`src/hw/rtl/salru_pkg.sv`:
```
`timescale 1ns / 1ps

package salru_pkg;

  // table geometry
  localparam int ENTRIES = 256;
  localparam int IDX_W   = (ENTRIES > 1) ? $clog2(ENTRIES) : 1;
  localparam int CNT_W   = $clog2(ENTRIES + 1);

  // field widths
  localparam int KEY_W   = 32;
  localparam int SIZE_W  = 24;
  localparam int CAP_W   = 32;
  localparam int BYTES_W = 33;
  localparam int EVC_W   = 9;
  localparam int STAT_W  = 2;

  localparam logic [CAP_W-1:0] CAP_RESET = 32'd1048576;

  // operation and status codes
  localparam logic FUNC_REQUEST = 1'b0;
  localparam logic FUNC_REMOVE  = 1'b1;

  localparam logic [STAT_W-1:0] ST_OK       = 2'd0;
  localparam logic [STAT_W-1:0] ST_OVERSIZE = 2'd1;
  localparam logic [STAT_W-1:0] ST_ABSENT   = 2'd2;

  // controller states
  typedef enum logic [3:0] {
    S_IDLE,
    S_SCAN,
    S_DECIDE,
    S_RD,
    S_UNLINK,
    S_APPEND,
    S_FULL_RD,
    S_FULL_DO,
    S_CHECK,
    S_EV_RD,
    S_EV_DO,
    S_DONE
  } state_t;

  // datapath commands
  typedef enum logic [3:0] {
    CMD_NONE,
    CMD_LOAD,
    CMD_SCAN,
    CMD_DECIDE,
    CMD_READ_SLOT,
    CMD_UNLINK,
    CMD_APPEND,
    CMD_READ_OLDEST,
    CMD_DROP,
    CMD_OUT
  } dp_cmd_t;

  // datapath status toward the controller
  typedef struct packed {
    logic match;
    logic scan_end;
    logic is_remove;
    logic hit;
    logic oversize;
    logic full;
    logic over;
    logic empty;
  } dp_stat_t;

endpackage

```
`src/hw/rtl/salru_ctrl.sv`:
```
`timescale 1ns / 1ps

module salru_ctrl (
  input  logic               clk,
  input  logic               rst,
  input  logic               in_valid,
  output logic               in_stall,
  output logic               out_valid,
  input  logic               out_stall,
  input  salru_pkg::dp_stat_t st,
  output salru_pkg::dp_cmd_t  cmd
);

  salru_pkg::state_t state, state_next;

  // state register and output valid
  always_ff @(posedge clk) begin
    if (rst) begin
      state     <= salru_pkg::S_IDLE;
      out_valid <= 1'b0;
    end else begin
      state <= state_next;
      if (cmd == salru_pkg::CMD_OUT) begin
        out_valid <= 1'b1;
      end else if (!out_stall) begin
        out_valid <= 1'b0;
      end
    end
  end

  assign in_stall = (state != salru_pkg::S_IDLE);

  // next state and commands
  always_comb begin
    state_next = state;
    cmd        = salru_pkg::CMD_NONE;
    unique case (state)
      salru_pkg::S_IDLE: begin
        if (in_valid) begin
          cmd        = salru_pkg::CMD_LOAD;
          state_next = salru_pkg::S_SCAN;
        end
      end
      salru_pkg::S_SCAN: begin
        cmd = salru_pkg::CMD_SCAN;
        if (st.match || st.scan_end) begin
          state_next = salru_pkg::S_DECIDE;
        end
      end
      salru_pkg::S_DECIDE: begin
        cmd = salru_pkg::CMD_DECIDE;
        if (st.is_remove) begin
          state_next = st.hit ? salru_pkg::S_RD : salru_pkg::S_DONE;
        end else if (st.oversize) begin
          state_next = salru_pkg::S_DONE;
        end else if (st.hit) begin
          state_next = salru_pkg::S_RD;
        end else if (st.full) begin
          state_next = salru_pkg::S_FULL_RD;
        end else begin
          state_next = salru_pkg::S_APPEND;
        end
      end
      salru_pkg::S_RD: begin
        cmd        = salru_pkg::CMD_READ_SLOT;
        state_next = salru_pkg::S_UNLINK;
      end
      salru_pkg::S_UNLINK: begin
        cmd        = salru_pkg::CMD_UNLINK;
        state_next = st.is_remove ? salru_pkg::S_DONE : salru_pkg::S_APPEND;
      end
      salru_pkg::S_APPEND: begin
        cmd        = salru_pkg::CMD_APPEND;
        state_next = salru_pkg::S_CHECK;
      end
      salru_pkg::S_FULL_RD: begin
        cmd        = salru_pkg::CMD_READ_OLDEST;
        state_next = salru_pkg::S_FULL_DO;
      end
      salru_pkg::S_FULL_DO: begin
        cmd        = salru_pkg::CMD_DROP;
        state_next = salru_pkg::S_APPEND;
      end
      salru_pkg::S_CHECK: begin
        state_next = (st.over && !st.empty) ? salru_pkg::S_EV_RD : salru_pkg::S_DONE;
      end
      salru_pkg::S_EV_RD: begin
        cmd        = salru_pkg::CMD_READ_OLDEST;
        state_next = salru_pkg::S_EV_DO;
      end
      salru_pkg::S_EV_DO: begin
        cmd        = salru_pkg::CMD_DROP;
        state_next = salru_pkg::S_CHECK;
      end
      salru_pkg::S_DONE: begin
        if (!out_valid || !out_stall) begin
          cmd        = salru_pkg::CMD_OUT;
          state_next = salru_pkg::S_IDLE;
        end
      end
      default: begin
        state_next = salru_pkg::S_IDLE;
      end
    endcase
  end

endmodule

```
`config.mk`:
```
export PLATFORM = sky130hd
export DESIGN_NAME = salru_ctrl
export DESIGN_NICKNAME = d
export VERILOG_FILES = /design/src/hw/rtl/salru_pkg.sv /design/src/hw/rtl/salru_ctrl.sv
export SDC_FILE = /design/constraint.sdc
export NUM_CORES = 1
export LEC_CHECK = 0
export ABC_AREA = 1
export BUFFER_PORTS_ARGS = -buffer_cell sky130_fd_sc_hd__buf_2
export CORE_AREA = 2 2 39 41
export DETAILED_ROUTE_END_ITERATION = 10
export DIE_AREA = 0 0 41 43
export PLACE_DENSITY = 0.63
export SLEW_MARGIN = 20
export SYNTH_ARGS = -nofsm -noshare
export SYNTH_HDL_FRONTEND = slang
export SYNTH_SLANG_ARGS = --single-unit
```
`constraint.sdc`:
```
create_clock -name clk -period 1.5 [get_ports clk]
set_input_delay 0.075 -clock clk [delete_from_list [all_inputs] [get_ports clk]]
set_output_delay 0.075 -clock clk [all_outputs]
set_load 0.005 [all_outputs]
```
* Yosys cells after proc, flatten, opt, wreduce, memory -nomap -nowiden
Index checks and enable logic that the tools add are counted.
Word-level totals: register bits 5, bits in latches 0, memory bits (writable) 0, bits in read-only memories 0, bits of input ports 12, output and inout port bits 6, word-level logic and storage cells 46, memories kept 0
Cells by class: add/sub/neg operators 0, $mul 0, divide/modulo/power cells 0, $lt $le $gt $ge 0, eq/ne operators 16, shift operators 0, muxes and demuxes 16, bitwise gates (word level) 0, reductions and logical operators 12
Operators with widths (count):
- $pmux W4 S11 | 1
- $pmux W4 S9 | 1
- $mux W4 | 8
- $eq A4 B4 Y1 const B | 5
- $eq A4 B3 Y1 const B | 4
- $eq A4 B2 Y1 const B | 2
- $ne A2 B2 Y1 const B | 3
- $reduce_or A2 Y1 | 3
- $eq A4 B1 Y1 const B | 1
- $logic_not A4 Y1 | 1
- $mux W2 | 2
- $reduce_bool A4 Y1 | 1
- $logic_not A1 Y1 | 3
- $mux W1 | 3
- $mux W3 | 1
- $reduce_and A3 Y1 | 1
- $logic_or A1 B1 Y1 | 2
- $ne A2 B1 Y1 const B | 1
- $logic_and A1 B1 Y1 | 1

* Depth between registers and ports, before layout
depth in word-level cells 6, mapped depth 9, depth with buffers taken out 9

* Worst setup path before layout
No wires, ideal clock.
path kind register to register, start register state[0], end register state[0], library setup time 0.114 ns, arrival 0.964 ns, required time 1.386 ns, setup slack 0.422 ns, stages on the path, launching flop included 8, path buffers 0, clock period less this slack 1.078 ns, cell sequence dfxtp_1 -> nand2_2 -> inv_1 -> nand4_2 -> nand2_1 -> nor2_1 -> a21oi_1 -> nor2_1
On the way: longest elaborated chain between the ends 3, elaborated cells between the ends (all ways) 18, those cells by class eq/ne (14); mux (1); reduce/logical (3)
RTL lines:
- start: declaration | RTL line salru_ctrl.sv:14 | salru_pkg::state_t state, state_next;
- start signal: assignment | RTL line salru_ctrl.sv:19 | state <= salru_pkg::S_IDLE;
- start signal: assignment | RTL line salru_ctrl.sv:22 | state <= state_next;
- $eq A4 B4 Y1, or another cell as far along | RTL line salru_ctrl.sv:37 | unique case (state)
- $reduce_or A2 Y1 (no line) / $ne A2 B2 Y1 (equally long branches)
- $pmux W4 S11 / $reduce_and A3 Y1 (equally long branches)
Parallel ways exist; a longest one is shown, timed or not. A chain may end at the register's enable or synchronous reset.

* Worst setup path after layout
start register state[3], end output port cmd[1]
On the way: longest elaborated chain between the ends 3, elaborated cells between the ends (all ways) 14, those cells by class eq/ne (10); mux (1); reduce/logical (3)
RTL lines:
- $eq A4 B4 Y1 / $eq A4 B3 Y1 (equally long branches) | RTL line salru_ctrl.sv:37
- $reduce_or A2 Y1 (no line)
- $pmux W4 S9 * | RTL line salru_ctrl.sv:37
- end: declaration | RTL line salru_ctrl.sv:11 | output salru_pkg::dp_cmd_t cmd
Every way passes the cells marked *; elsewhere a longest branch is shown, timed or not.

==> results.py <==
metrics = {
    "global_route": {
        "grt_use_met3_pct": 1.571,
        "grt_pass1_wl_mm": 2.028,
        "grt_pass1_vias": 549,
        "grt_max_degree": 7,
        "met2_usage_pct": 27.19,
        "overflow": 0,
        "gr-usage-met1_pct": 20.58,
        "grt_usage_pct": 16.67,
        "antenna_found_initial": 0,
        "grt-busiest-layer": "met2",
    },
    "setup_path": {
        "slowest_delay_ns": 0.36,
        "cp-start-kind": "register",
        "cp_data_required_time_ns": 1.42,
        "worstSetupPathType": "register to output port",
        "path_cells": "inv_2 -> nand2_2 -> nor2_1 -> or3_1 -> buf_2",
        "cp-end-kind": "output port",
        "crit_fanout": 5,
        "cp.arrival_ns": 1.34,
        "crit_path_top_delay_cell": "or3_1",
    },
    "synth": {
        "synthCells": 82,
        "synth_cell_types": 20,
        "synth.yosys.seq_area_share_pct": 21.74,
        "syn_area_per_cell_um2": 5.615,
        "ys_seq_elements": 5,
        "syn_nets": 94,
        "netlist_area_um2": 460.4,
        "yosys_warnings": 0,
    },
    "clock_network": {
        "clk_latency_ns": 0.24,
        "cts_resized": 1,
        "cts-buffers-inserted": 3,
        "htreeDepth": 1,
        "clockBufferDepth": 2,
        "clock-sinks": 5,
        "postCtsSetupBuffers": 0,
        "hold_buffers": 0,
        "root_buffer": "clkbuf_4",
        "cts_tree": "yes",
        "path_clk_slew_ns": 0.04,
    },
    "place": {
        "gp_routability_congestion": 0.8036,
        "post-place-cells": 115,
        "io_buffer_count": 17,
        "dp_hpwl_um": 985.9,
        "preCtsSetupSlack_ns": 0.2542,
    },
    "job": {
        "maxCapViolCount": 0,
    },
    "timing": {
        "fin_skew_ns": 0.0009850,
        "fin_crit_ns": 1.412,
        "hold_viol_final": 0,
        "report.final.slew_viol_count": 0,
        "fin_ws_ns": 0.08802,
        "worst_pin_slew_ns": 0.2632,
        "maxSlewHeadroom_pct": 82.39,
        "layout_worst_path_cycle_share_pct": 94.13,
        "fmax_mhz": 708.2,
        "setup-violations-final": 0,
    },
    "floorplanning": {
        "rows": 14,
        "dieArea_um2": 1763,
        "pin_count": 18,
        "core-area_um2": 1384,
        "die_w_um": 41,
        "dieHeight_um": 43,
        "start_util_pct": 33.27,
    },
    "routing": {
        "routedWlPerCell_um": 10.03,
        "drc": 0,
        "first_pass_iters": 4,
        "ant_nets": 0,
        "via_per_inst": 4.882,
        "drt-initial-drc-count": 12,
        "dr_total_vias": 581,
        "wl_mm": 1.194,
    },
    "cells_and_area": {
        "instances_no_fill": 119,
        "drive_gt1_share_pct": 35.92,
        "seq_area_um2": 105.1,
        "diodes": 0,
        "nets": 116,
        "fillerInstances": 161,
        "multi_input_area_um2": 319.1,
        "syn_to_final_growth_pct": 31.25,
    },
    "power_and_ir_drop": {
        "power.density_nw_per_um2": 1603,
        "pwr-share-comb_pct": 60.4,
        "power.share.clock_pct": 15.5,
        "intPower_mw": 0.5117,
        "vdd.ir_drop.worst_v": 0.0007331,
        "p_leak_nw": 0.3467,
        "switchingPower_mw": 0.4573,
        "seqPwrFrac_pct": 24.2,
        "switching_share_pct": 47.19,
        "power.total_mw": 0.9689,
    },
    "outcome": {
        "status": "finished clean",
    },
    "worst_hold_path": {
        "hold_path_class": "input port to register",
    },
}
==> synth_stat cells <==
master     n  area [µm²]
nand3_1    6       30.03
o211ai_1   1       7.510
dfxtp_1    5       100.1
o221ai_1   1       8.760
nor2_2     2       12.51
inv_2      3       11.26
nor2_4     1       11.26
nor3_1     3       15.01
nand4_1    1       6.260
nor2_1    14       52.55
inv_1     10       37.54
a21oi_2    1       8.760
nand2_1   22       82.58
nand2_2    2       12.51
o31ai_1    1       7.510
a21oi_1    4       20.02
or3_1      1       6.260
nand4_2    1       12.51
o21ai_0    2       10.01
a22oi_1    1       7.510
==> routing by layer <==
layer  up-vias  wire [µm]
met3         0         64
met5         -          0
li1        310          -
met4         0          0
met1       254        492
met2        17        636
==> power by group through the flow <==
stage / clock (mW) / sequential (mW) / combinational, mW
after global routing: 0.169 / 0.240 / 0.666
after global placement: 0 / 0.220 / 0.571
after CTS: 0.157 / 0.220 / 0.570
after detailed placement: 0 / 0.222 / 0.568
final: 0.150 / 0.234 / 0.585
after floorplan: 0 / 0.213 / 0.398
==> sequential cells by signal (all words and copies together) (netlist names) <==
name       count
out_valid      1
state          4
==> path summary, 6_finish.rpt <==
check                                from         to  depth (start not counted)  slack (ns)
worst max-delay path             state[3]     cmd[1]                          5        0.09
worst min-delay path                  rst   state[1]                          2        0.04
worst min register to register  out_valid  out_valid                          2        0.51
worst max register to register   state[3]   state[1]                          9        0.29
==> worst max-delay path, delay by kind of cell (launching register included) <==
kind / cells / cell delay [ns]
buffers and inverters: 2 / 0.20
and+or+nand+nor: 3 / 0.55
DFF: 1 / 0.35
==> metrics by stage <==
step           hold slack, ns    TNS (ns)  area, µm²  utilization [%]
2_1_floorplan          0.1374           0      460.4                -
3_3_place_gp           0.2962           0      565.5            40.87
3_5_place_dp           0.3018           0      565.5            40.87
4_1_cts               0.05033           0      593.1            42.86
5_1_grt               0.04545  -0.0001783      604.3            43.67
6_report              0.04277           0      604.3            43.67
==> kinds of logic (layout without fill, tap and decap cells) <==
kind of cell | Yosys count | in the layout | synth area share [%]
AND/OR/NAND/NOR | 53 | 53 | 52.45
AO/OA/AOI/OAI | 11 | 11 | 15.22
flip-flops | 5 | 5 | 21.74
buffers and inverters | 13 | 34 | 10.60
==> placed cells by master, fill, tap and decap left out, drive strengths merged <==
cell type,count
dfxtp,5
nand2,24
a22oi,1
nor2,17
clkbuf,4
nand3,6
o31ai,1
o221ai,1
inv,13
nor3,3
or3,1
buf,17
nand4,2
o211ai,1
a21oi,5
o21ai,2
==> layout make-up <==
class	count	area share, %
multi-input combinational	64	52.79
clock buffer	4	4.348
inverter	13	8.075
sequential	5	17.39
tap	16	3.313
timing repair buffer	17	14.08
Note: power is estimated with default switching activity, not from simulation.
